==> src/rtl/core/hisr_pkg.sv <==
package hisr_pkg;

    localparam int GROUP_IDS_DEF  = 16;
    localparam int STRIPE_IDS_DEF = 64;
    localparam int UNIT_IDS_DEF   = 256;
    localparam int TXN_IDS_DEF    = 1024;
    localparam int DATA_IDS_DEF   = 4096;

    localparam int CNT_W = 4;

    localparam logic [3:0] KMAX        = 4'd8;
    localparam logic [3:0] K_RST       = 4'd4;
    localparam logic [4:0] GCOUNT_RST  = 5'd3;

    localparam logic [1:0] CFG_K      = 2'd0;
    localparam logic [1:0] CFG_GCOUNT = 2'd1;

    localparam logic KIND_DATA = 1'b0;
    localparam logic KIND_STAT = 1'b1;

    typedef enum logic [3:0] {
        ST_CLR,
        ST_IDLE,
        ST_PCHK,
        ST_PWAIT,
        ST_CCHK,
        ST_CWAIT,
        ST_DCHK,
        ST_DWAIT,
        ST_RRD,
        ST_RWAIT,
        ST_STAT
    } state_t;

    typedef struct packed {
        logic rd;
        logic pop;
        logic push;
    } list_ctl_t;

    function automatic int idw(input int n);
        return (n <= 1) ? 1 : $clog2(n);
    endfunction

    function automatic int imax(input int a, input int b);
        return (a > b) ? a : b;
    endfunction

endpackage

==> src/rtl/core/hisr_ram.sv <==
module hisr_ram #(
    parameter int W     = 4,
    parameter int DEPTH = 16
) (
    input  logic                                clk,
    input  logic                                we,
    input  logic [hisr_pkg::idw(DEPTH)-1:0]     waddr,
    input  logic [W-1:0]                        wdata,
    input  logic                                re,
    input  logic [hisr_pkg::idw(DEPTH)-1:0]     raddr,
    output logic [W-1:0]                        rdata
);
    import hisr_pkg::*;

    logic [W-1:0] mem [DEPTH];

    always_ff @(posedge clk)
    begin
        if (we)
        begin
            mem[waddr] <= wdata;
        end
    end

    always_ff @(posedge clk)
    begin
        if (re)
        begin
            rdata <= mem[raddr];
        end
    end

endmodule

==> config.mk <==
export PLATFORM = sky130hd
export DESIGN_NAME = hisr_ram
export DESIGN_NICKNAME = d
export VERILOG_FILES = /design/src/rtl/core/hisr_pkg.sv /design/src/rtl/core/hisr_ram.sv
export SDC_FILE = /design/constraint.sdc
export NUM_CORES = 1
export LEC_CHECK = 0
export BUFFER_PORTS_ARGS = -buffer_cell sky130_fd_sc_hd__buf_2
export CAP_MARGIN = 20
export CORE_ASPECT_RATIO = 1.2
export CORE_MARGIN = 8
export CORE_UTILIZATION = 59
export CTS_CLUSTER_DIAMETER = 150
export DETAILED_ROUTE_END_ITERATION = 16
export GPL_TIMING_DRIVEN = 0
export PLACE_DENSITY = 0.8
export SLEW_MARGIN = 20
export SYNTH_ARGS = -nofsm -noshare
export SYNTH_HDL_FRONTEND = slang
export SYNTH_SLANG_ARGS = --single-unit
==> constraint.sdc <==
create_clock -name clk -period 1.9 [get_ports clk]
set_clock_uncertainty 0.2 [all_clocks]
set_input_delay 0.285 -clock clk [delete_from_list [all_inputs] [get_ports clk]]
set_output_delay 0.285 -clock clk [all_outputs]
set_load 0.05 [all_outputs]
==> results of run 1 <==
==> power by group <==
part	leakage, nW	internal, mW	switching (mW)	total (mW)
Combinational	0.318	0.0705	0.114	0.185
Sequential	0.618	1.69	0.00769	1.70
Clock	0.0769	0.459	0.463	0.922
==> kinds of logic after synthesis <==
kind of cell,after synthesis,share of synthesized area [%]
buffers and inverters,4,1.479
AND/OR/NAND/NOR,38,6.704
multiplexers,16,15.26
AO/OA/AOI/OAI,4,1.110
flip-flops,68,75.45
==> metrics by stage <==
stage	worst slack [ps]	TNS (ps)	total power [mW]
after detailed placement	-114.4	-636.0	1.914
after global placement	-34.39	-199.5	1.902
after global routing	137.6	0	2.891
after CTS	215.1	0	2.826
after floorplan	209.4	0	1.841
final	207.5	0	2.804
==> synth_stat cells, types with 2 or more instances <==
master / instances / share of area, %
nor2_1: 13 / 1.8
mux4_2: 2 / 1.7
a22oi_1: 4 / 1.1
nor3_1: 4 / 0.74
nand2b_1: 2 / 0.46
nand2_1: 5 / 0.69
nor2b_1: 2 / 0.46
edfxtp_1: 68 / 75
nand3_1: 9 / 1.7
mux4_1: 14 / 14
nand3b_1: 2 / 0.55
==> flip-flops by register name (all words and copies together), names as in the netlist <==
name / count
mem: 64
rdata: 4
==> area by class of cell <==
| cell class | count | share of cell area (%) |
|---|---|---|
| Tap cell | 58 | 2.403 |
| Timing Repair Buffer | 17 | 2.983 |
| Buffer | 4 | 1.326 |
| Sequential cell | 68 | 67.61 |
| Multi-Input combinational cell | 58 | 20.67 |
| Clock buffer | 12 | 4.474 |
| Clock inverter | 4 | 0.5385 |
==> critical path, delay by kind of cell <==
kind | cells | cell delay (ps)
and+or+nand+nor | 2 | 1040
buffers and inverters | 1 | 120
==> metal layers <==
layer	vias to the layer above	GRT usage, %	share of wire [%]
met1	653	15.71	43
met5	-	0	0
met2	36	22.47	51
met4	0	7.098	2.1
li1	605	-	-
met3	8	4.382	4.1
==> worst paths after layout <==
| check | start | to | slack, ps | cells past startpoint |
|---|---|---|---|---|
| setup reg to reg | mem[6][0]$_DFFE_PP_ | rdata[0]$_DFFE_PP_ | 230 | 3 |
| hold reg to reg | mem[8][3]$_DFFE_PP_ | rdata[3]$_DFFE_PP_ | 570 | 3 |
| setup / recovery | waddr[2] | mem[0][0]$_DFFE_PP_ | 210 | 3 |
| hold / removal | wdata[3] | mem[13][3]$_DFFE_PP_ | 150 | 1 |
==> timing repair <==
| action | in CTS | in global routing |
|---|---|---|
| hold endpoints to repair | 2 | 0 |
| setup endpoints to repair | 0 | 0 |
| hold buffers | 1 | 0 |
==> results.md, run 1 <==
- FMAX: 590.8 MHz
- Share of cells above drive strength 1: 19.63%
- Die H: 90.19 um
- CP Launch Type: input port
- Clk buf depth: 2
- Mapped Cells: 130
- CTS HTree Levels: 3
- Chip width: 77.83 um
- Final core occ: 67.22%
- Synth Register Bits: 68
- Leading cell type in the layout, fill and taps excluded: edfxtp_1
- Min Hold Slack: 148.5 ps
- Final Hold Fails: 0
- Core ar.: 4493 sq um
- Input/output buffers: 16
- Register Area: 2042 sq um
- Max_cap viols: 0
- Root Buffer: clkbuf_8
- CP max stage delay: 520 ps
- Routability cong.: 0.7209
- Final Critical Period: 1693 ps
- Critical path's slowest cell: or3b_2
- Seq/Total Area, Yosys: 75.45%
- Asr flop ratio synth: 0%
- DRC violations left: 0
- Clock-pin slew on the worst setup and hold paths: 70 ps
- Hpwl dp: 3179 um
- Worst-path fanout max: 4
- Inserted Clock Buffers: 9
- Fill count: 297
- Clock Latency Late Sink: 330 ps
- Status: complete, no violations
- Ant. Diodes: 0
- Top FF cell, synth: edfxtp_1
- Unique masters post-synth: 16
- Routed Antenna Nets: 0
- Kind of critical path: in2reg
- Die area: 7019 sq um
- Critical Path RT: 1660 ps
- RSZ-0062 raised after global routing: no
- Final Non-Filler Cells: 221
- Clk sink count: 68
- PwrDens: 928.3 nW/um^2
- GRT overflow: 0
- Initial Util: 60.23%
- Max-slew violations: 0
- # Post-CTS Setup Buffers: 0
- Synth Net Count: 145
- Max VDD drop: 687.6 uV
- Cell Rows: 27
- Post-Synthesis Cell Area: 2706 sq um
- Largest net degree at the start of global routing: 17
- Avg Synthesized Cell Area: 20.82 sq um
- Vias in the first global route: 1,344
- Wire length of the first global-routing pass: 7058 um
- DR iter-0 viols: 75
- Critical path arrival: 1450 ps
- Most frequent cells in the layout: edfxtp_1, buf_2, mux4_1, nor2_1
- Slew HR: 56.86%
- Post-route cell area: 3020 sq um
- Initial antenna violation count: 0
- Vias per cell: 5.891
- Per-cell routed wire length: 20.54 um
- Post-synth EDFFs: 68
- CTS tree: yes
- Final nets: 173
- Kind of end point of the critical path: register
- Dpl cells: 204
- Setup violations, final: 0
- Min-Delay Path Class: in2reg
- DR pass1 iterations: 5
- Warnings from Yosys: 0
- Final worst path period share: 89.08%
- Crit-path cells: buf_2 > or3b_2 > nor3_1
- Leak: 1.013 nW
- IO Pins: 19
- Area growth from synthesis to layout: 11.60%
- Vias: 1,302
- Slew @ Worst Pin: 642.2 ps
- Total Wirelength: 4540 um
- Multi-input gate area: 624.3 sq um
- GR Util All Layers: 13.77%
- CTS resizes: 0
- DP Area: 2859 sq um
(Power assumes the default switching activity.)
==> run 2, diff against run 1 <==
Settings changed: ABC_AREA set to 1, CORE_UTILIZATION 59 to 60, PLACE_DENSITY 0.8 to 0.81.
==> run 2 against run 1 <==
Largest power group unchanged. First-iteration DRC count increased to 4.4 times the previous value. Sequential cell count unchanged. Synthesized cell count increased by 120%. Non-clock buffer count increased by 6. Highest routed layer unchanged. Power increased by 7.5%. Sequential share of layout area decreased by 6.5 points. Die area increased by 7.4%. Combinational power increased by 34%. Clock-buffer cell count unchanged.
==> results.md, run 2 <==
- Status: complete, no violations
- Most frequent cells in the layout: nand2_1, edfxtp_1, inv_1, nand3_1
- Final Non-Filler Cells: 381
- Share of cells above drive strength 1: 12.15%
- CP max stage delay: 330 ps
- DP Area: 3157 sq um
- Max_cap viols: 0
- Setup WS post-layout: 492.8 ps
- DR pass1 iterations: 5
- Final worst path period share: 74.06%
- Avg Synthesized Cell Area: 10.37 sq um
- Critical path's top delay family: flip-flops
- Die area: 7542 sq um
- IO Pins: 19
- Total Wirelength: 6058 um
- Clk sink count: 68
- Synth Net Count: 305
- Mapped Cells: 290
- Area growth from synthesis to layout: 11.11%
- Crit-path cells: buf_2
- Critical path arrival: 920 ps
- Final Hold Fails: 0
- Top cells by area, synth: edfxtp_1, nand2_1, nand3_1
- Final nets: 332
- Min-Delay Path Class: in2reg
- FMAX: 710.6 MHz
- Max-slew violations: 0
- Asr flop ratio synth: 0%
- GRT overflow: 0
- Chip width: 80.62 um
- GR Util All Layers: 17.43%
- Critical Path RT: 1410 ps
- Ant. Diodes: 0
- Clock-pin slew on the worst setup and hold paths: 70 ps
- Cell with the most instances after synthesis: nand2_1
- Vias per cell: 5.362
- WP buf/inv: 1
- Largest net degree at the start of global routing: 17
- Hpwl dp: 4172 um
- CTS HTree Levels: 3
- Most flop-heavy register: mem
- Routed Antenna Nets: 0
- Post-synth EDFFs: 68
- Initial antenna violation count: 0
- CP Launch Type: register
- Biggest regs: mem (64), rdata (4)
- Kind of end point of the critical path: primary output
- Worst-path fanout max: 1
- Setup WS pre-CTS: 378.1 ps
- Post-route cell area: 3341 sq um
- Final Critical Period: 1407 ps
- Warnings from Yosys: 0
- Dominant cell type by area after synthesis: edfxtp_1
- TNS Setup: 0 ps
- Leak: 1.456 nW
- Max VDD drop: 694.6 uV
- Root Buffer: clkbuf_8
- Cell Rows: 28
- Core ar.: 4870 sq um
- Input/output buffers: 15
- Kind of critical path: reg2out
- Critical path's slowest cell: edfxtp_1
- Vias: 2,043
- DR iter-0 viols: 333
- Max reg flops: 64
- CTS resizes: 0
- Unique masters post-synth: 11
- Slew @ Worst Pin: 397.7 ps
- PwrDens: 902.0 nW/um^2
- Die H: 93.55 um
- Inserted Clock Buffers: 9
- Seq/Total Area, Yosys: 67.92%
- DRC violations left: 0
- Final core occ: 68.60%
- Synth Register Bits: 68
- Clk buf depth: 2
- Per-cell routed wire length: 15.90 um
- Leading cell type in the layout, fill and taps excluded: nand2_1
- Vias in the first global route: 1,957
- Slew HR: 73.39%
- CTS tree: yes
- Initial Util: 61.74%
- Setup violations, final: 0
- Top FF cell, synth: edfxtp_1
- Dpl cells: 365
- Clock Latency Late Sink: 340 ps
- Routability cong.: 0.9019
- Synth top area share: 67.92%
- RSZ-0062 raised after global routing: no
- Post-Synthesis Cell Area: 3007 sq um
- Wire length of the first global-routing pass: 9480 um
- Synth cell count leaders: nand2_1, edfxtp_1, inv_1
[run 2: cell types whose count changed in the layout (fill, tap and decap cells not counted), sizes merged, moves of 4 or more]
cell and change:
nand2 +84, inv +54, nand3 +40, mux4 -16
buf +7, a22oi -4, nor2 +4, nor3 -4
[run 2: cells by family after synthesis]
| logic type | count (synthesis) | synth area share, % |
|---|---|---|
| simple gates | 157 | 21.89 |
| flops | 68 | 67.92 |
| buf+inv | 65 | 10.20 |
[run 2: report_power, final]
part | switching, mW | total, mW | internal (mW) | leakage [nW]
registers | 0.00790 | 1.70 | 1.69 | 0.618
clock network | 0.476 | 1.07 | 0.594 | 0.0879
logic | 0.173 | 0.247 | 0.0741 | 0.751
[run 2: final timing paths]
path	from	endpoint	slack [ps]	cells after the start
worst min-delay path	raddr[3]	rdata[1]$_DFFE_PP_	150	3
worst min register to register	mem[2][2]$_DFFE_PP_	rdata[2]$_DFFE_PP_	550	6
worst max-delay path	rdata[1]$_DFFE_PP_	rdata[1]	490	1
worst max register to register	mem[11][3]$_DFFE_PP_	rdata[3]$_DFFE_PP_	570	6
[run 2: stage by stage]
step	hold slack [ps]	power, mW
3_5_place_dp	349.8	1.972
6_report	152.7	3.013
3_3_place_gp	344.2	1.963
5_1_grt	140.1	3.111
4_1_cts	130.9	3.024
2_1_floorplan	183.9	1.884
[run 2: final cells by class]
| cell class | count | area (sq um) |
|---|---|---|
| Multi-Input combinational cell | 157 | 658.1 |
| Inverter | 54 | 210.2 |
| Tap cell | 60 | 75.07 |
| Timing Repair Buffer | 16 | 85.08 |
| Buffer | 11 | 96.34 |
| Clock inverter | 3 | 38.79 |
| Sequential cell | 68 | 2042 |
| Fill cell | 359 | 1529 |
| Clock buffer | 12 | 135.1 |
[run 2: worst reg2reg max path, delay by kind of cell (launching register included)]
family        cells  cell delay (ps)
flops             1              380
simple gates      5              430
buf+inv           1               80
[run 2: what timing repair did]
action                    CTS  global route
buffers inserted            0             0
hold buffers                1             0
hold endpoints to repair    4             0
[run 2: per-layer routing]
metal	wire (um)	track usage, %	up-vias
li1	-	-	986
met1	2381	20.81	902
met2	2833	27.06	131
met3	578	3.935	24
met4	264	12.31	0
met5	0	0	-
==> run 3, diff against run 2 <==
Settings changed: ABC_AREA 1 to 0, CORE_UTILIZATION 60 to 59, PLACE_DENSITY 0.81 to 0.8.
Clock period 1.9 ns to 1.45 ns, I/O delays scaled along.
==> run 3 against run 2 <==
The flow now finishes with violations (setup timing). Worst setup slack worse by 640 ps. Register-to-register slack worse by 720 ps. Largest power group unchanged. Final cell count down 42%. Via count down 37%. Utilization down 0.13 points. Largest cell class unchanged. Combinational power up 6%. Design area down 7.9%. Routed wire length down 25%. First-iteration DRC count down 64%. Non-clock buffer count down 6.
==> results.md, run 3 (same netlist as run 1, synthesis figures left out) <==
- Vias per cell: 5.850
- Clock Latency Late Sink: 330 ps
- GRT overflow: 0
- Vias in the first global route: 1,396
- Largest net degree at the start of global routing: 17
- Clk buf depth: 2
- RSZ-0062 raised after global routing: yes
- Setup WS post-layout: -149.9 ps
- TNS Setup: -521.2 ps
- Hold Crit Start: wdata[0]
- Die H: 90.19 um
- Register Area: 2042 sq um
- R2R cell count: 3
- Leading cell type in the layout, fill and taps excluded: edfxtp_1
- Wire length of the first global-routing pass: 7210 um
- Initial Util: 60.23%
- Multi-input gate area: 640.6 sq um
- Min-Delay Path Class: in2reg
- Final nets: 173
- DR pass1 iterations: 4
- Core ar.: 4493 sq um
- GR Util All Layers: 14.09%
- Max-slew violations: 0
- Clk sink count: 68
- Kind of critical path: reg2reg
- Setup slack, reg-to-reg: -150 ps
- Worst-path fanout max: 1
- CTS tree: yes
- Max_cap viols: 0
- Final Critical Period: 1600 ps
- Final core occ: 68.48%
- FMAX: 625.0 MHz
- Share of cells above drive strength 1: 30.86%
- Worst r2r src: mem[3][2]$_DFFE_PP_
- DRC violations left: 0
- Post-route cell area: 3077 sq um
- Total Wirelength: 4570 um
- Die area: 7019 sq um
- Max VDD drop: 1299 uV
- Power Total: 3.899 mW
- Kind of end point of the critical path: register
- Area growth from synthesis to layout: 13.68%
- CP Launch Type: register
- Fill count: 295
- Setup violations, final: 4
- Violated checks: setup timing
- Critical Path RT: 1330 ps
- Routed Antenna Nets: 0
- Per-cell routed wire length: 20.77 um
- Root Buffer: clkbuf_8
- Final Non-Filler Cells: 220
- Status: finished with violations
- PwrDens: 1267 nW/um^2
- Most flop-heavy register: mem
- Ant. Diodes: 0
- Final worst path period share: 110.3%
- Critical path arrival: 1480 ps
- Vias: 1,287
- Chip width: 77.83 um
- Leak: 1.013 nW
- Most frequent cells in the layout: edfxtp_1, buf_2, nor2_1, nand3_1, clkbuf_8
- DR iter-0 viols: 120
- Worst hold stages: 1
- Final Hold Fails: 0
- Max reg flops: 64
- Slew HR: 57.78%
- DP Area: 2889 sq um
- Hpwl dp: 3128 um
- Slew @ Worst Pin: 628.5 ps
- Hold endpoint: mem[11][0]$_DFFE_PP_
- Dpl cells: 204
- Clock-pin slew on the worst setup and hold paths: 70 ps
- IO Pins: 19
- Min Hold Slack: 78.36 ps
- Input/output buffers: 16
- Initial antenna violation count: 0
- Cell Rows: 27
- CTS HTree Levels: 3
- Inserted Clock Buffers: 9
- Routability cong.: 0.7375
- Setup WS pre-CTS: -434.1 ps
- R2R Path End: rdata[2]$_DFFE_PP_
- Biggest regs: mem (64), rdata (4)
[run 3: changes by cell type in the layout (fill, tap and decap cells not counted), moves of 4 or more]
| cell | before | now |
|---|---|---|
| mux4_2 | 0 | 8 |
| nand2_1 | 89 | 5 |
| inv_1 | 52 | 0 |
| a22oi_2 | 0 | 4 |
| mux4_1 | 0 | 8 |
| nand3_1 | 49 | 9 |
| nor2_1 | 17 | 10 |
| buf_6 | 5 | 0 |
[run 3: repair_timing]
item                                    in CTS  in global routing
hold endpoints to repair                     4                  0
endpoints found under the setup margin       4                  4
setup buffers                                0                  0
resized for setup                           10                  0
hold buffers                                 1                  0
pin swaps                                    5                  0
[run 3: worst max-delay path by stage]
stage / depth (start not counted) / startpoint / slack, ps / end
4_1_cts: 3 / mem[1][1]$_DFFE_PP_ / -160 / rdata[1]$_DFFE_PP_
2_1_floorplan: 5 / raddr[0] / -150 / rdata[1]$_DFFE_PP_
3_3_place_gp: 5 / raddr[1] / -350 / rdata[1]$_DFFE_PP_
5_1_grt: 3 / mem[2][1]$_DFFE_PP_ / -220 / rdata[1]$_DFFE_PP_
6_report: 3 / mem[3][2]$_DFFE_PP_ / -150 / rdata[2]$_DFFE_PP_
3_5_place_dp: 5 / raddr[1] / -430 / rdata[1]$_DFFE_PP_
[run 3: metal layers]
layer,wire length (um),part of all wire (%),GRT usage (%)
met5,0,0,0
met4,68,1.5,6.940
met3,337,7.4,5.677
met2,2287,50,22.19
met1,1877,41,16.18
[run 3: final cells by class]
class	instances	share of cell area, %
multi-input combinational	58	20.82
clock buffer	9	4.026
clock inverter	6	1.830
sequential	68	66.37
buffer	4	1.667
timing repair buffer	17	2.928
tap	58	2.359
[run 3: power by group]
group	internal (mW)	switching (mW)	total [mW]
Sequential	2.21	0.0103	2.22
Combinational	0.102	0.160	0.262
Clock	0.768	0.645	1.41
Total	3.08	0.816	3.90
[run 3: critical path, stage by stage, from the launching register on]
cell	delay (ps)
edfxtp_1	370
mux4_2	480
a22oi_2	180
nand3_1	110
