### src/rtl/core/hisr_pkg.sv
package hisr_pkg;

    localparam int GROUP_IDS_DEF  = 16;
    localparam int STRIPE_IDS_DEF = 64;
    localparam int UNIT_IDS_DEF   = 256;
    localparam int TXN_IDS_DEF    = 1024;
    localparam int DATA_IDS_DEF   = 4096;

    localparam int CNT_W = 4;

    localparam logic [3:0] KMAX        = 4'd8;
    localparam logic [3:0] K_RST       = 4'd4;
    localparam logic [4:0] GCOUNT_RST  = 5'd3;

    localparam logic [1:0] CFG_K      = 2'd0;
    localparam logic [1:0] CFG_GCOUNT = 2'd1;

    localparam logic KIND_DATA = 1'b0;
    localparam logic KIND_STAT = 1'b1;

    typedef enum logic [3:0] {
        ST_CLR,
        ST_IDLE,
        ST_PCHK,
        ST_PWAIT,
        ST_CCHK,
        ST_CWAIT,
        ST_DCHK,
        ST_DWAIT,
        ST_RRD,
        ST_RWAIT,
        ST_STAT
    } state_t;

    typedef struct packed {
        logic rd;
        logic pop;
        logic push;
    } list_ctl_t;

    function automatic int idw(input int n);
        return (n <= 1) ? 1 : $clog2(n);
    endfunction

    function automatic int imax(input int a, input int b);
        return (a > b) ? a : b;
    endfunction

endpackage

### src/rtl/core/hisr_idlist.sv
module hisr_idlist #(
    parameter int DEPTH = 16,
    parameter bit INIT  = 1'b0
) (
    input  logic                                  clk,
    input  logic                                  rst_n,
    input  hisr_pkg::list_ctl_t                   ctl,
    input  logic [hisr_pkg::idw(DEPTH)-1:0]       push_id,
    output logic [hisr_pkg::idw(DEPTH)-1:0]       head_id,
    output logic [$clog2(DEPTH+1)-1:0]            count
);
    import hisr_pkg::*;

    localparam int AW = idw(DEPTH);
    localparam int CW = $clog2(DEPTH + 1);

    logic [AW-1:0] mem [DEPTH];

    logic [AW-1:0] head_reg, head_next;
    logic [CW-1:0] cnt_reg, cnt_next;
    logic [CW-1:0] fill_reg, fill_next;
    logic [AW-1:0] q_reg;
    logic [AW-1:0] pos_reg;
    logic          unw_reg;
    logic [AW:0]   tail_sum;
    logic [AW-1:0] tail;
    logic          do_push, do_pop;

    // entries beyond the fill mark were never written; they read back as their own position, the reset id
    assign tail_sum = {1'b0, head_reg} + (AW+1)'(cnt_reg);
    assign tail     = (tail_sum >= (AW+1)'(DEPTH)) ? AW'(tail_sum - (AW+1)'(DEPTH))
                                                  : AW'(tail_sum);
    assign do_push  = ctl.push && (cnt_reg < CW'(DEPTH));
    assign do_pop   = ctl.pop && (cnt_reg != '0);

    always_comb
    begin
        head_next = head_reg;
        cnt_next  = cnt_reg;
        fill_next = fill_reg;
        if (do_pop)
        begin
            head_next = (head_reg == AW'(DEPTH - 1)) ? '0 : head_reg + AW'(1);
        end
        case ({do_push, do_pop})
            2'b10:   cnt_next = cnt_reg + CW'(1);
            2'b01:   cnt_next = cnt_reg - CW'(1);
            default: cnt_next = cnt_reg;
        endcase
        if (do_push && (fill_reg < CW'(DEPTH)))
        begin
            fill_next = fill_reg + CW'(1);
        end
    end

    always_ff @(posedge clk or negedge rst_n)
    begin
        if (!rst_n)
        begin
            head_reg <= '0;
            cnt_reg  <= INIT ? CW'(DEPTH) : '0;
            fill_reg <= '0;
        end
        else
        begin
            head_reg <= head_next;
            cnt_reg  <= cnt_next;
            fill_reg <= fill_next;
        end
    end

    always_ff @(posedge clk)
    begin
        if (do_push)
        begin
            mem[tail] <= push_id;
        end
    end

    always_ff @(posedge clk)
    begin
        if (ctl.rd)
        begin
            q_reg   <= mem[head_reg];
            pos_reg <= head_reg;
            unw_reg <= INIT && (CW'(head_reg) >= fill_reg);
        end
    end

    assign head_id = unw_reg ? pos_reg : q_reg;
    assign count   = cnt_reg;

endmodule
### config.mk
export PLATFORM = sky130hd
export DESIGN_NAME = hisr_idlist
export DESIGN_NICKNAME = d
export VERILOG_FILES = /design/src/rtl/core/hisr_pkg.sv /design/src/rtl/core/hisr_idlist.sv
export SDC_FILE = /design/constraint.sdc
export NUM_CORES = 1
export LEC_CHECK = 0
export ABC_AREA = 0
export BUFFER_PORTS_ARGS = -buffer_cell sky130_fd_sc_hd__clkbuf_2
export CORE_MARGIN = 2
export CORE_UTILIZATION = 55
export DETAILED_ROUTE_END_ITERATION = 10
export PLACE_DENSITY = 0.74
export SLEW_MARGIN = 5
export SYNTH_ARGS = -nofsm -noshare
export SYNTH_HDL_FRONTEND = slang
export SYNTH_SLANG_ARGS = --single-unit
### constraint.sdc
create_clock -name clk -period 6.5 [get_ports clk]
set_input_delay 0.975 -clock clk [delete_from_list [all_inputs] [get_ports clk]]
set_output_delay 0.975 -clock clk [all_outputs]
set_load 0.005 [all_outputs]
==> run summary, run 1 <==
The run finished with clean final reports. The leakage power came out at 1.34 nW. The overall die width is 82.7 um. The clock input transition at the sequential cells of the worst setup and hold paths came out at 0.07 ns. During placement, the flow inserted port buffers numbering 17. The maximum fanout along the worst path came out at 9. The total CTS buffers came out at 9. Derived from the worst setup path, the maximum achievable clock frequency is 0.352 GHz.

The worst hold path belongs to the class primary input to asynchronous set/reset pin. For this design, the sink count on the clock tree is 77. The post-route clock skew came out at 0.00670 ns. The number of detailed-routing iterations run before antenna repair came out at 4. The all-layer global routing usage came out at 20.4%.

The total of warnings raised by yosys came out at 0. Sequential elements use 66.6% of the synthesized area. The number of global-route vias before repair came out at 1905. The number of rows in the core area came out at 28. The first global-routing pass estimated 9670 um of wire. The worst setup path is of the register to register kind.

The endpoint of the worst-slack reg-to-reg timing path is count[4]$_DFFE_PN0P_. The core region is 5960 um^2. The overall power consumption is 1.79 mW. The final max-slew violation count came to 0. The number of setup buffers added after CTS came out at 0. Counting distinct cell types in the post-synthesis netlist gives 38. The total congestion overflow is 0. The clock passes through at most 2 buffers. The HPWL reported at the end of detailed placement is 4030 um. The post-route netlist has 20.7% of its cells at a drive strength greater than 1. The synthesized area per cell is 15.5 um^2.

The worst register-to-register path begins at count[0]$_DFFE_PN0P_. The flip-flop count of the largest register, all copies and words added is 64. The data arrival time of the critical path is 3.07 ns. Entering global routing, the biggest net connects 25 pins.

In the post-synthesis netlist, the biggest area contributors are sky130_fd_sc_hd__edfxtp_1 (60%), sky130_fd_sc_hd__mux4_2 (7.9%), sky130_fd_sc_hd__dfrtp_1 (6.6%), sky130_fd_sc_hd__mux2i_1 (3.5%), sky130_fd_sc_hd__ha_1 (2.9%). 18 I/O pins were placed. STA classifies the critical path endpoint as a register. The synthesized area is 3400 um^2. The effective utilization at floorplan is 57.1%.

The count of state elements after synthesis came out at 77. The cell count after synthesis came out at 219. For this run, the slowest stage of the critical path takes 0.55 ns. The tree is rooted in a sky130_fd_sc_hd__clkbuf_8.

Setup violations remaining at the end of the flow were counted as 0. The worst hold slack came out at 0.486 ns. The number of remaining DRC errors came out at 0.

The placer congestion estimate is 0.752. The initial antenna violation count came out at 0. The flop-to-flop setup slack came out at 3.66 ns. The area of the die is 6830 um^2. The number of maximum-capacitance violations came out at 0. The final-report hold violation count is 0. More flip-flops sit in one register than any other, and that register is mem.

The worst setup slack before clock tree synthesis came out at 3.64 ns. The setup TNS after final layout came out at 0 ns. Setup repair after global routing left no endpoint under its margin. The die extent in y is 82.7 um. The routed via count is 1847. The H-tree level count came out at 3. On the critical path, the stage with the largest delay is an instance of sky130_fd_sc_hd__or4_4.

The worst path uses 43.7% of the clock period. The number of nets in the synthesized netlist is 238. The final-stage net count is 260. The area share of the leading cell type in the synthesized netlist came out at 60.0%.

The clock latency at the later pin of the worst-skew pair is 0.34 ns. The per-cell routed wire length is 18.4 um. The tightest slew margin relative to the limit came out at 68.8%. The number of buffers and inverters on the critical path is 1. The number of violations reported at the end of detailed-routing iteration 0 came out at 143. The power per unit of standard cell area is 480 nW/um^2. The number of cells traversed by the worst register-to-register path is 8. The cell family contributing the most delay on the critical path is compound AO/OA/AOI/OAI gates. The final critical path time including I/O delays and setup is 2.84 ns. The cell accounting for the most synthesized area is sky130_fd_sc_hd__edfxtp_1.

The measured slew at the worst slew-check pin is 0.468 ns. The count of hold-fix buffers inserted at cts is 0. The remaining antenna violation count is 0. The required arrival time at the worst endpoint is 6.73 ns. The wire length reported by the detailed router came out at 5920 um.

The category of the worst setup path launch point is a register. The antenna diode count is 0. TritonCTS built the clock tree. The critical path goes through or4_4 -> o21ai_4 -> inv_2 -> ha_1 -> fa_1 -> a21oi_1 -> o21ai_0 -> o311ai_0. Across all setup checks in the final design, the least slack found is 3.66 ns.

The average via count per standard cell is 5.75. The number of gates resized after CTS was 0. The area growth from synthesis to layout came out at 9.89%. The worst-case IR drop observed on VDD is 0.000281 V.
==> Yosys cell counts <==
cell                        n
sky130_fd_sc_hd__nor3b_1    1
sky130_fd_sc_hd__mux2i_1   12
sky130_fd_sc_hd__nor2b_1    2
sky130_fd_sc_hd__o31ai_1    1
sky130_fd_sc_hd__inv_1      3
sky130_fd_sc_hd__and2_1     1
sky130_fd_sc_hd__xor2_1     2
sky130_fd_sc_hd__dfrtp_1    9
sky130_fd_sc_hd__nand3_1    1
sky130_fd_sc_hd__a311oi_1   1
sky130_fd_sc_hd__nand3b_1   1
sky130_fd_sc_hd__a22oi_1    4
sky130_fd_sc_hd__nor2_1    23
sky130_fd_sc_hd__mux2_2     1
sky130_fd_sc_hd__nand4_1    4
sky130_fd_sc_hd__nor4_1     1
sky130_fd_sc_hd__o311ai_0   1
sky130_fd_sc_hd__ha_1       8
sky130_fd_sc_hd__buf_6      2
sky130_fd_sc_hd__or3_1      2
sky130_fd_sc_hd__mux4_2    12
sky130_fd_sc_hd__or4_4      1
sky130_fd_sc_hd__nand4b_1   1
sky130_fd_sc_hd__a21oi_1    3
sky130_fd_sc_hd__nand2_2    1
sky130_fd_sc_hd__clkbuf_1   3
sky130_fd_sc_hd__o21ai_4    1
sky130_fd_sc_hd__fa_1       2
sky130_fd_sc_hd__buf_2      3
sky130_fd_sc_hd__nand2_1   20
sky130_fd_sc_hd__o21ai_0    6
sky130_fd_sc_hd__edfxtp_1  68
sky130_fd_sc_hd__xnor2_1    6
sky130_fd_sc_hd__nor3_1     1
sky130_fd_sc_hd__inv_2      1
sky130_fd_sc_hd__nand2b_1   5
sky130_fd_sc_hd__a21o_1     4
sky130_fd_sc_hd__and2b_1    1
==> worst register-to-register path, stage by stage (launching register included) <==
cell	delay, ns
sky130_fd_sc_hd__dfrtp_1	0.46
sky130_fd_sc_hd__or4_4	0.55
sky130_fd_sc_hd__o21ai_4	0.20
sky130_fd_sc_hd__inv_2	0.07
sky130_fd_sc_hd__ha_1	0.31
sky130_fd_sc_hd__fa_1	0.44
sky130_fd_sc_hd__a21oi_1	0.23
sky130_fd_sc_hd__o21ai_0	0.14
sky130_fd_sc_hd__o311ai_0	0.31
==> placed cells by master (no fill, tap or decap), types with 2 or more instances in the layout <==
cell	count
sky130_fd_sc_hd__a21o_1	4
sky130_fd_sc_hd__xor2_1	2
sky130_fd_sc_hd__inv_1	3
sky130_fd_sc_hd__clkinvlp_4	2
sky130_fd_sc_hd__buf_4	2
sky130_fd_sc_hd__clkinv_2	2
sky130_fd_sc_hd__nor2b_1	2
sky130_fd_sc_hd__nand2_1	20
sky130_fd_sc_hd__mux2i_1	12
sky130_fd_sc_hd__nand4_1	4
sky130_fd_sc_hd__nor2_1	23
sky130_fd_sc_hd__mux4_2	12
sky130_fd_sc_hd__edfxtp_1	68
sky130_fd_sc_hd__ha_1	8
sky130_fd_sc_hd__dfrtp_1	9
sky130_fd_sc_hd__clkbuf_8	9
sky130_fd_sc_hd__fa_1	2
sky130_fd_sc_hd__or3_1	2
sky130_fd_sc_hd__xnor2_1	6
sky130_fd_sc_hd__a22oi_1	4
sky130_fd_sc_hd__clkbuf_2	17
sky130_fd_sc_hd__o21ai_0	6
sky130_fd_sc_hd__nand2b_1	5
sky130_fd_sc_hd__a21oi_1	3
==> through the flow <==
| step | std cells | util [%] | instance area, um^2 |
|---|---|---|---|
| after floorplan | 219 | - | 3400 |
| after global placement | 305 | 59.6 | 3550 |
| after detailed placement | 305 | 59.6 | 3550 |
| after CTS | 321 | 62.8 | 3740 |
| after global routing | 321 | 62.8 | 3740 |
| final | 321 | 62.8 | 3740 |
==> power by group <==
part           total [mW]  internal (mW)  switching [mW]  leakage (nW)
Combinational       0.712          0.308           0.404         0.521
Sequential          0.736          0.661          0.0748         0.725
Clock               0.346          0.177           0.169        0.0923
==> per-layer routing <==
layer / global-route usage (%) / up-vias / wire [um]
met5: 0 / - / 0
met4: 9.67 / 0 / 112
met3: 4.02 / 14 / 249
met2: 31.0 / 42 / 2860
met1: 28.4 / 920 / 2700
li1: - / 871 / -
==> how the worst max path moves through the flow <==
stage,start,endpoint,slack (ns),cells past startpoint
final,count[0]$_DFFE_PN0P_,count[4]$_DFFE_PN0P_,3.66,8
after CTS,count[0]$_DFFE_PN0P_,count[4]$_DFFE_PN0P_,3.64,8
after detailed placement,count[0]$_DFFE_PN0P_,count[4]$_DFFE_PN0P_,3.64,8
after floorplan,count[0]$_DFFE_PN0P_,count[4]$_DFFE_PN0P_,3.87,8
after global routing,count[0]$_DFFE_PN0P_,count[4]$_DFFE_PN0P_,3.46,8
after global placement,count[0]$_DFFE_PN0P_,count[4]$_DFFE_PN0P_,3.76,8
==> cell families after synthesis <==
group	count (synthesis)	synth area share, %
XOR/XNOR	8	2.06
adder cells (fa/ha/maj)	10	4.12
multiplexers	25	11.8
flip-flops	77	66.6
buffers and inverters	12	1.87
AO/OA/AOI/OAI	21	4.30
AND/OR/NAND/NOR	66	9.23
==> cell type report <==
cell class              count  area, um^2
repair buffers             19         100
clock inverters             6        63.8
fillers                   467        2220
flip-flops and latches     77        2270
clock buffers              10         128
inverters                   4        15.0
well taps                  75        93.8
multi-input cells         130        1070
No activity file was read; power rests on OpenSTA's default activity.
==> run 2, diff against run 1 <==
Settings changed: CORE_UTILIZATION 55 to 54, PLACE_DENSITY 0.74 to 0.76.
Clock period 6.5 ns to 2.5 ns, I/O delays scaled along.
==> run summary, run 2 (synthesis results as in run 1) <==
The proportion of layout cells with a drive suffix above 1 came out at 27.5%. Setup repair after global routing could not meet its margin everywhere. The routed via count is 1912. The required arrival time at the worst endpoint came out at 2.51 ns. The area growth from synthesis to layout is 14.7%. The clock latency at the later pin of the worst-skew pair came out at 0.35 ns.

The overall die width came out at 83.4 um. The antenna diode count is 0. The worst setup path is captured at a register. The min-delay analysis places its worst path in the category primary input to register.

Of the total power, the clock network draws 21.9%. The all-layer global routing usage is 19.9%. STA classifies the critical path startpoint as a register. Setup violations remaining at the end of the flow were counted as 0. The H-tree level count is 3. TritonCTS built the clock tree. For this configuration, the core starts out at a cell density of 56.8%.

The final-report hold violation count is 0. The total overflow left after global routing is 0. The worst setup path is of the register to register kind.

The remaining antenna violation count is 0. The number of filler instances in the final layout came out at 421. Ranked by flip-flop count, first place goes to mem. The top cell types in the final layout, fill and taps aside, are sky130_fd_sc_hd__edfxtp_1 (68), sky130_fd_sc_hd__nand2_1 (20), sky130_fd_sc_hd__nor2_1 (19). Data on the critical path arrives at its endpoint at 2.50 ns. The tool flagged a number of max-cap violations equal to 0. The fraction of the cycle the final worst path needs came out at 99.6%. In this run, CTS created clock tree buffers numbering 9. The number of remaining DRC errors is 0.

Derived from the worst setup path, the maximum achievable clock frequency is 0.402 GHz. The leakage power is 1.40 nW. The worst hold slack came out at 0.287 ns. The wire length reported by the detailed router is 6400 um. Of all nets on the critical path, the largest fanout is 5. The per-cell routed wire length is 19.4 um.

The largest net degree at the start of global routing is 25. Headroom to the max-slew limit came out at 63.5%. The design internal power is 3.31 mW. The area of the die came out at 6950 um^2. The fraction of power consumed by combinational cells is 41.9%. The first-pass GRT wire length came out at 10200 um.

After the last flow step, the layout net total stands at 269. After floorplanning, the core was sized to cover 5990 um^2. Summed over all nets, the half-perimeter wirelength after detailed placement is 4310 um.

After clock tree synthesis, the setup repair step added 0 buffers. The clock passes through at most 2 buffers. The clock input transition at the sequential cells of the worst setup and hold paths came out at 0.08 ns. The post-route clock skew came out at 0.00706 ns. The overall power consumption came out at 5.11 mW.

The library cell used most frequently in the layout, excluding fill and tap cells, is sky130_fd_sc_hd__edfxtp_1. The cell at the root of the clock tree is sky130_fd_sc_hd__clkbuf_8. The initial antenna violation count came out at 0.

In this run, the number of DRC markers left after iteration 0 of detailed routing was 219. The placer congestion estimate is 0.786. The final critical path time including I/O delays and setup came out at 2.49 ns. The measured slew at the worst slew-check pin is 0.533 ns.

The clock net sink count came out at 77. In this run the tool buffered the top-level ports with 17 buffer cells. The number of rows in the core area is 28. The number of detailed-routing iterations run before antenna repair came out at 4.

The sequential cells in the finished layout cover a total of 2270 um^2. The worst setup slack after layout came out at 0.0109 ns. The worst setup slack before clock tree synthesis came out at -0.0188 ns. Using the TritonRoute via totals, the vias-per-cell ratio works out to 5.79. The final max-slew violation count came out at 0. The share of total power dissipated in sequential elements is 36.3%. For this design the top-level I/O count stands at 18. The maximum vdd drop is 0.000836 V. The die extent in y came out at 83.4 um. Summing all multi-input logic gate instances after layout gives 1120 um^2. The flow ran to the end, and the final reports show no timing, DRC or antenna violations.

Net switching is 35.2% of the power. The register with the most flip-flops in the layout has 64 of them. The number of global-route vias before repair was 2021.

The power per unit of standard cell area is 1310 nW/um^2. The power dissipated by switching net loads is 1.80 mW.
==> run 2: cell types whose count changed in the layout (fill, tap and decap cells not counted), sizes merged <==
cell | before | now
buf | 2 | 10
bufinv | 1 | 3
clkinv | 3 | 2
clkinvlp | 2 | 1
dlygate4sd3 | 0 | 1
==> run 2: area by class of cell <==
type                    count  share of cell area, %
inverters                   4                  0.384
multi-input cells         130                   28.6
flip-flops and latches     77                   58.1
clock buffers              10                   3.27
clock inverters             6                   2.85
well taps                  75                   2.40
repair buffers             28                   4.36
==> run 2: power by group through the flow <==
stage / Sequential [mW] / Clock, mW / Combinational (mW)
after global placement: 1.87 / 0 / 1.98
after floorplan: 1.88 / 0 / 1.48
after global routing: 1.88 / 1.18 / 2.34
after detailed placement: 1.88 / 0 / 2.03
final: 1.85 / 1.12 / 2.14
after CTS: 1.86 / 1.13 / 2.06
==> run 2: routing by layer <==
metal | wire length, um | global-route usage [%]
met2 | 3250 | 32.6
met3 | 252 | 4.57
met4 | 147 | 9.69
met5 | 0 | 0
met1 | 2750 | 25.0
==> run 2: path summary, 6_finish.rpt <==
kind	start	endpoint	slack, ns	cells past startpoint
worst min register to register	count[0]$_DFFE_PN0P_	count[0]$_DFFE_PN0P_	0.64	2
min in group asynchronous	rst_n	count[3]$_DFFE_PN0P_	0.43	2
worst max register to register	count[0]$_DFFE_PN0P_	mem[11][3]$_DFFE_PP_	0.01	7
worst min-delay path	ctl[2]	q_reg[3]$_DFFE_PP_	0.29	1
worst max-delay path	count[0]$_DFFE_PN0P_	mem[11][3]$_DFFE_PP_	0.01	7
max in group asynchronous	rst_n	count[0]$_DFFE_PN0P_	1.84	2
==> run 2: critical path, stage by stage, from the launching register on <==
cell,delay [ns]
sky130_fd_sc_hd__dfrtp_2,0.41
sky130_fd_sc_hd__buf_4,0.16
sky130_fd_sc_hd__ha_1,0.22
sky130_fd_sc_hd__fa_1,0.42
sky130_fd_sc_hd__xor2_1,0.18
sky130_fd_sc_hd__nor2_1,0.18
sky130_fd_sc_hd__mux2i_1,0.19
sky130_fd_sc_hd__nor2_1,0.39
==> run 2: per-stage QoR <==
stage / cell area (um^2) / TNS, ns / std cells / utilization [%]
floorplan: 3410 / 0 / 219 / -
global placement: 3620 / 0 / 313 / 60.4
detailed placement: 3620 / -0.0188 / 313 / 60.4
CTS: 3870 / 0 / 330 / 64.6
global route: 3910 / -1.46 / 330 / 65.2
finish: 3910 / 0 / 330 / 65.2
==> run 2: timing repair <==
| action | 4_1_cts | 5_1_grt |
|---|---|---|
| pin swaps | 0 | 1 |
| hold endpoints to repair | 9 | 0 |
| setup endpoints to repair | 1 | 50 |
| resized for setup | 1 | 7 |
| hold buffers | 1 | 0 |
==> run 3, diff against run 2 <==
--- a/config.mk
+++ b/config.mk
@@ -12,2 +12,3 @@
 export DETAILED_ROUTE_END_ITERATION = 10
+export GPL_TIMING_DRIVEN = 0
 export PLACE_DENSITY = 0.76
==> constraint.sdc (replaced) <==
create_clock -name clk -period 2.5 [get_ports clk]
set_input_delay 0.125 -clock clk [delete_from_list [all_inputs] [get_ports clk]]
set_output_delay 0.125 -clock clk [all_outputs]
set_load 0.005 [all_outputs]
==> run summary, run 3 (synthesis results as in run 1) <==
The design internal power came out at 3.22 mW. The H-tree level count is 3. The flip-flop count of the largest register, all copies and words added is 64. The power share of the clock group came out at 19.8%. At the pin with the least slew margin, the transition time is 0.559 ns. The final critical path time including I/O delays and setup is 2.51 ns. The number of maximum-capacitance violations is 0. Data arrives at the worst endpoint at 2.59 ns.

Counting every sink on the clock net gives 77. The min-delay analysis places its worst path in the category primary input to register. The initialized floorplan defines 28 standard-cell rows.

STA classifies the critical path endpoint as a register. The number of placed I/O pins is 18. The per-cell routed wire length came out at 18.7 um.

The congestion estimate from routability-driven global placement came to 0.768. The number of remaining DRC errors came out at 0. The number of buffers on the longest clock path is 2. Setup repair after global routing could not meet its margin everywhere.

The required arrival time at the worst endpoint is 2.58 ns. The worst register-to-register path ends at mem[7][1]$_DFFE_PP_. The average via count per standard cell came out at 5.85. The number of cells traversed by the worst register-to-register path came out at 7.

The final-report hold violation count is 0. Leaving out fill and tap cells, the most frequent cell in the layout is sky130_fd_sc_hd__edfxtp_1. In this design, the stage delay of the slowest critical-path cell is 0.49 ns. Walking the worst path, the cells encountered are buf_4 -> ha_1 -> fa_1 -> xnor2_1 -> nor2_1 -> mux2i_2 -> nor2_2. The analysis attributes to net switching a power of 1.91 mW. Wires add up to 6190 um.

Timing analysis after detailed placement gives a worst setup slack of -0.172 ns. mem holds more flip-flops than any other register. The tightest slew margin relative to the limit is 61.7%. The first-pass GRT wire length is 10000 um. Of all nets on the critical path, the largest fanout is 5. The root buffer cell chosen for the clock tree is sky130_fd_sc_hd__clkbuf_8. The number of detailed-routing iterations run before antenna repair is 5. Clock latency on the worst-skew pair, taken at its later pin, is 0.35 ns. In the layout the commonest cells are sky130_fd_sc_hd__edfxtp_1 (68), sky130_fd_sc_hd__nand2_1 (20), sky130_fd_sc_hd__clkbuf_2 (17).

The worst register-to-register path begins at count[0]$_DFFE_PN0P_. After layout, the design draws a total of 5.12 mW. The clock input transition at the sequential cells of the worst setup and hold paths is 0.08 ns.

In this run the most critical hold path is launched from ctl[2]. The fraction of power consumed by combinational cells is 44.1%. The final reports fail on setup timing.

The die is 83.4 um tall. The critical path's slowest cell is sky130_fd_sc_hd__mux2i_2. The die is 83.4 um wide. Fill cells in the final layout number 417. In this run the remaining antenna-violating nets after routing total 0. The flop-to-flop setup slack came out at -0.01 ns. The maximum vdd drop came out at 0.000823 V. The number of global-route vias before repair is 1985. The sequential cell fraction of total power is 36.2%. The top achievable clock speed is 0.398 GHz. The worst setup slack after layout came out at -0.0122 ns.

The number of cells on the worst hold path is 1. The flow ran to the end, but the final reports show violations. The routed via count came out at 1943. The type of the worst setup path is register to register. In this run the number of cells on the critical path is 7.

The antenna diode count came out at 0. The largest net degree at the start of global routing came out at 17. Counting both buffers and inverters, the worst setup path holds a total of 1. Global routing used 19.3% of the available tracks. The port buffer count is 17. The final max-slew violation count is 0. The category of the worst setup path launch point is a register. The number of violations reported at the end of detailed-routing iteration 0 came out at 127. The terminating pin of the worst hold path is q_reg[0]$_DFFE_PP_.

The total congestion overflow is 0. Setup violations remaining at the end of the flow were counted as 12. Counting the buffers created by CTS gives 9. The core region is 5990 um^2. The fraction of the cycle the final worst path needs came out at 100%. The initial antenna violation count is 0. Across the routed clock network, the largest skew measured is 0.00686 ns.

Dividing total power by cell area gives a power density of 1310 nW/um^2. The area growth from synthesis to layout is 14.9%. The HPWL reported at the end of detailed placement came out at 4320 um.

The final-stage net count came out at 271. In this run the static leakage power is 1.39 nW. The floorplan step defined a die boundary enclosing 6950 um^2.

The switching fraction of total power is 37.2%. Of the cells placed in the final design, the portion with a size suffix greater than 1 is 30.4%. TritonCTS built the clock tree.

The effective utilization at floorplan is 56.8%. Broken down by cell family, the worst path's largest delay share belongs to adder cells.
run 3: how the worst max path moves through the flow:
stage,startpoint,end,slack (ns)
floorplan,count[0]$_DFFE_PN0P_,count[4]$_DFFE_PN0P_,0.02
global placement,count[0]$_DFFE_PN0P_,count[4]$_DFFE_PN0P_,-0.13
detailed placement,count[0]$_DFFE_PN0P_,count[4]$_DFFE_PN0P_,-0.17
CTS,count[4]$_DFFE_PN0P_,count[4]$_DFFE_PN0P_,0.01
global route,count[4]$_DFFE_PN0P_,count[4]$_DFFE_PN0P_,-0.12
finish,count[0]$_DFFE_PN0P_,mem[7][1]$_DFFE_PP_,-0.01
run 3: repair_timing:
action | 4_1_cts | 5_1_grt
endpoints found under the setup margin | 3 | 50
pin swaps | 1 | 0
buffers inserted | 4 | 0
gates cloned | 0 | 0
resized for setup | 0 | 19
hold buffers | 1 | 0
endpoints found under the hold margin | 9 | 0
run 3: worst register-to-register path, stage by stage, from the launching register on:
cell and delay (ns):
sky130_fd_sc_hd__dfrtp_2 0.41, sky130_fd_sc_hd__buf_4 0.16, sky130_fd_sc_hd__ha_1 0.22, sky130_fd_sc_hd__fa_1 0.42, sky130_fd_sc_hd__xnor2_1 0.25, sky130_fd_sc_hd__nor2_1 0.15, sky130_fd_sc_hd__mux2i_2 0.49, sky130_fd_sc_hd__nor2_2 0.15
run 3: layout make-up:
type / count / area (um^2) / area share (%)
plain buffers: 8 / 48.8 / 1.25
clock buffers: 10 / 128 / 3.27
clock inverters: 6 / 86.3 / 2.21
inverters: 4 / 15.0 / 0.384
multi-input cells: 130 / 1140 / 29.2
flip-flops and latches: 77 / 2270 / 58.1
well taps: 75 / 93.8 / 2.40
repair buffers: 22 / 125 / 3.20
run 3: power groups by stage:
stage | clock network (mW) | logic (mW) | registers, mW
after floorplan | 0 | 1.48 | 1.88
after global placement | 0 | 1.89 | 1.91
after detailed placement | 0 | 1.96 | 1.92
after CTS | 1.02 | 2.05 | 1.85
after global routing | 1.07 | 2.47 | 1.89
final | 1.01 | 2.26 | 1.85
run 3: per-stage QoR:
step	setup TNS, ns	utilization [%]	instance area, um^2	hold slack (ns)	cells
2_1_floorplan	0	-	3410	-0.171	219
3_3_place_gp	-0.154	60.0	3590	-0.00717	311
3_5_place_dp	-0.261	60.0	3590	-0.00112	311
4_1_cts	0	64.2	3850	0.0284	332
5_1_grt	-1.83	65.2	3910	0.0361	332
6_report	-0.0827	65.2	3910	0.0437	332
run 3: metal layers:
| metal | wire length (um) | share of wire, % | vias up | track usage, % |
|---|---|---|---|---|
| met5 | 0 | 0 | - | 0 |
| met4 | 177 | 2.9 | 0 | 9.39 |
| met3 | 279 | 4.5 | 17 | 5.27 |
| met2 | 2940 | 48 | 62 | 29.8 |
| met1 | 2790 | 45 | 966 | 25.4 |
| li1 | - | - | 898 | - |
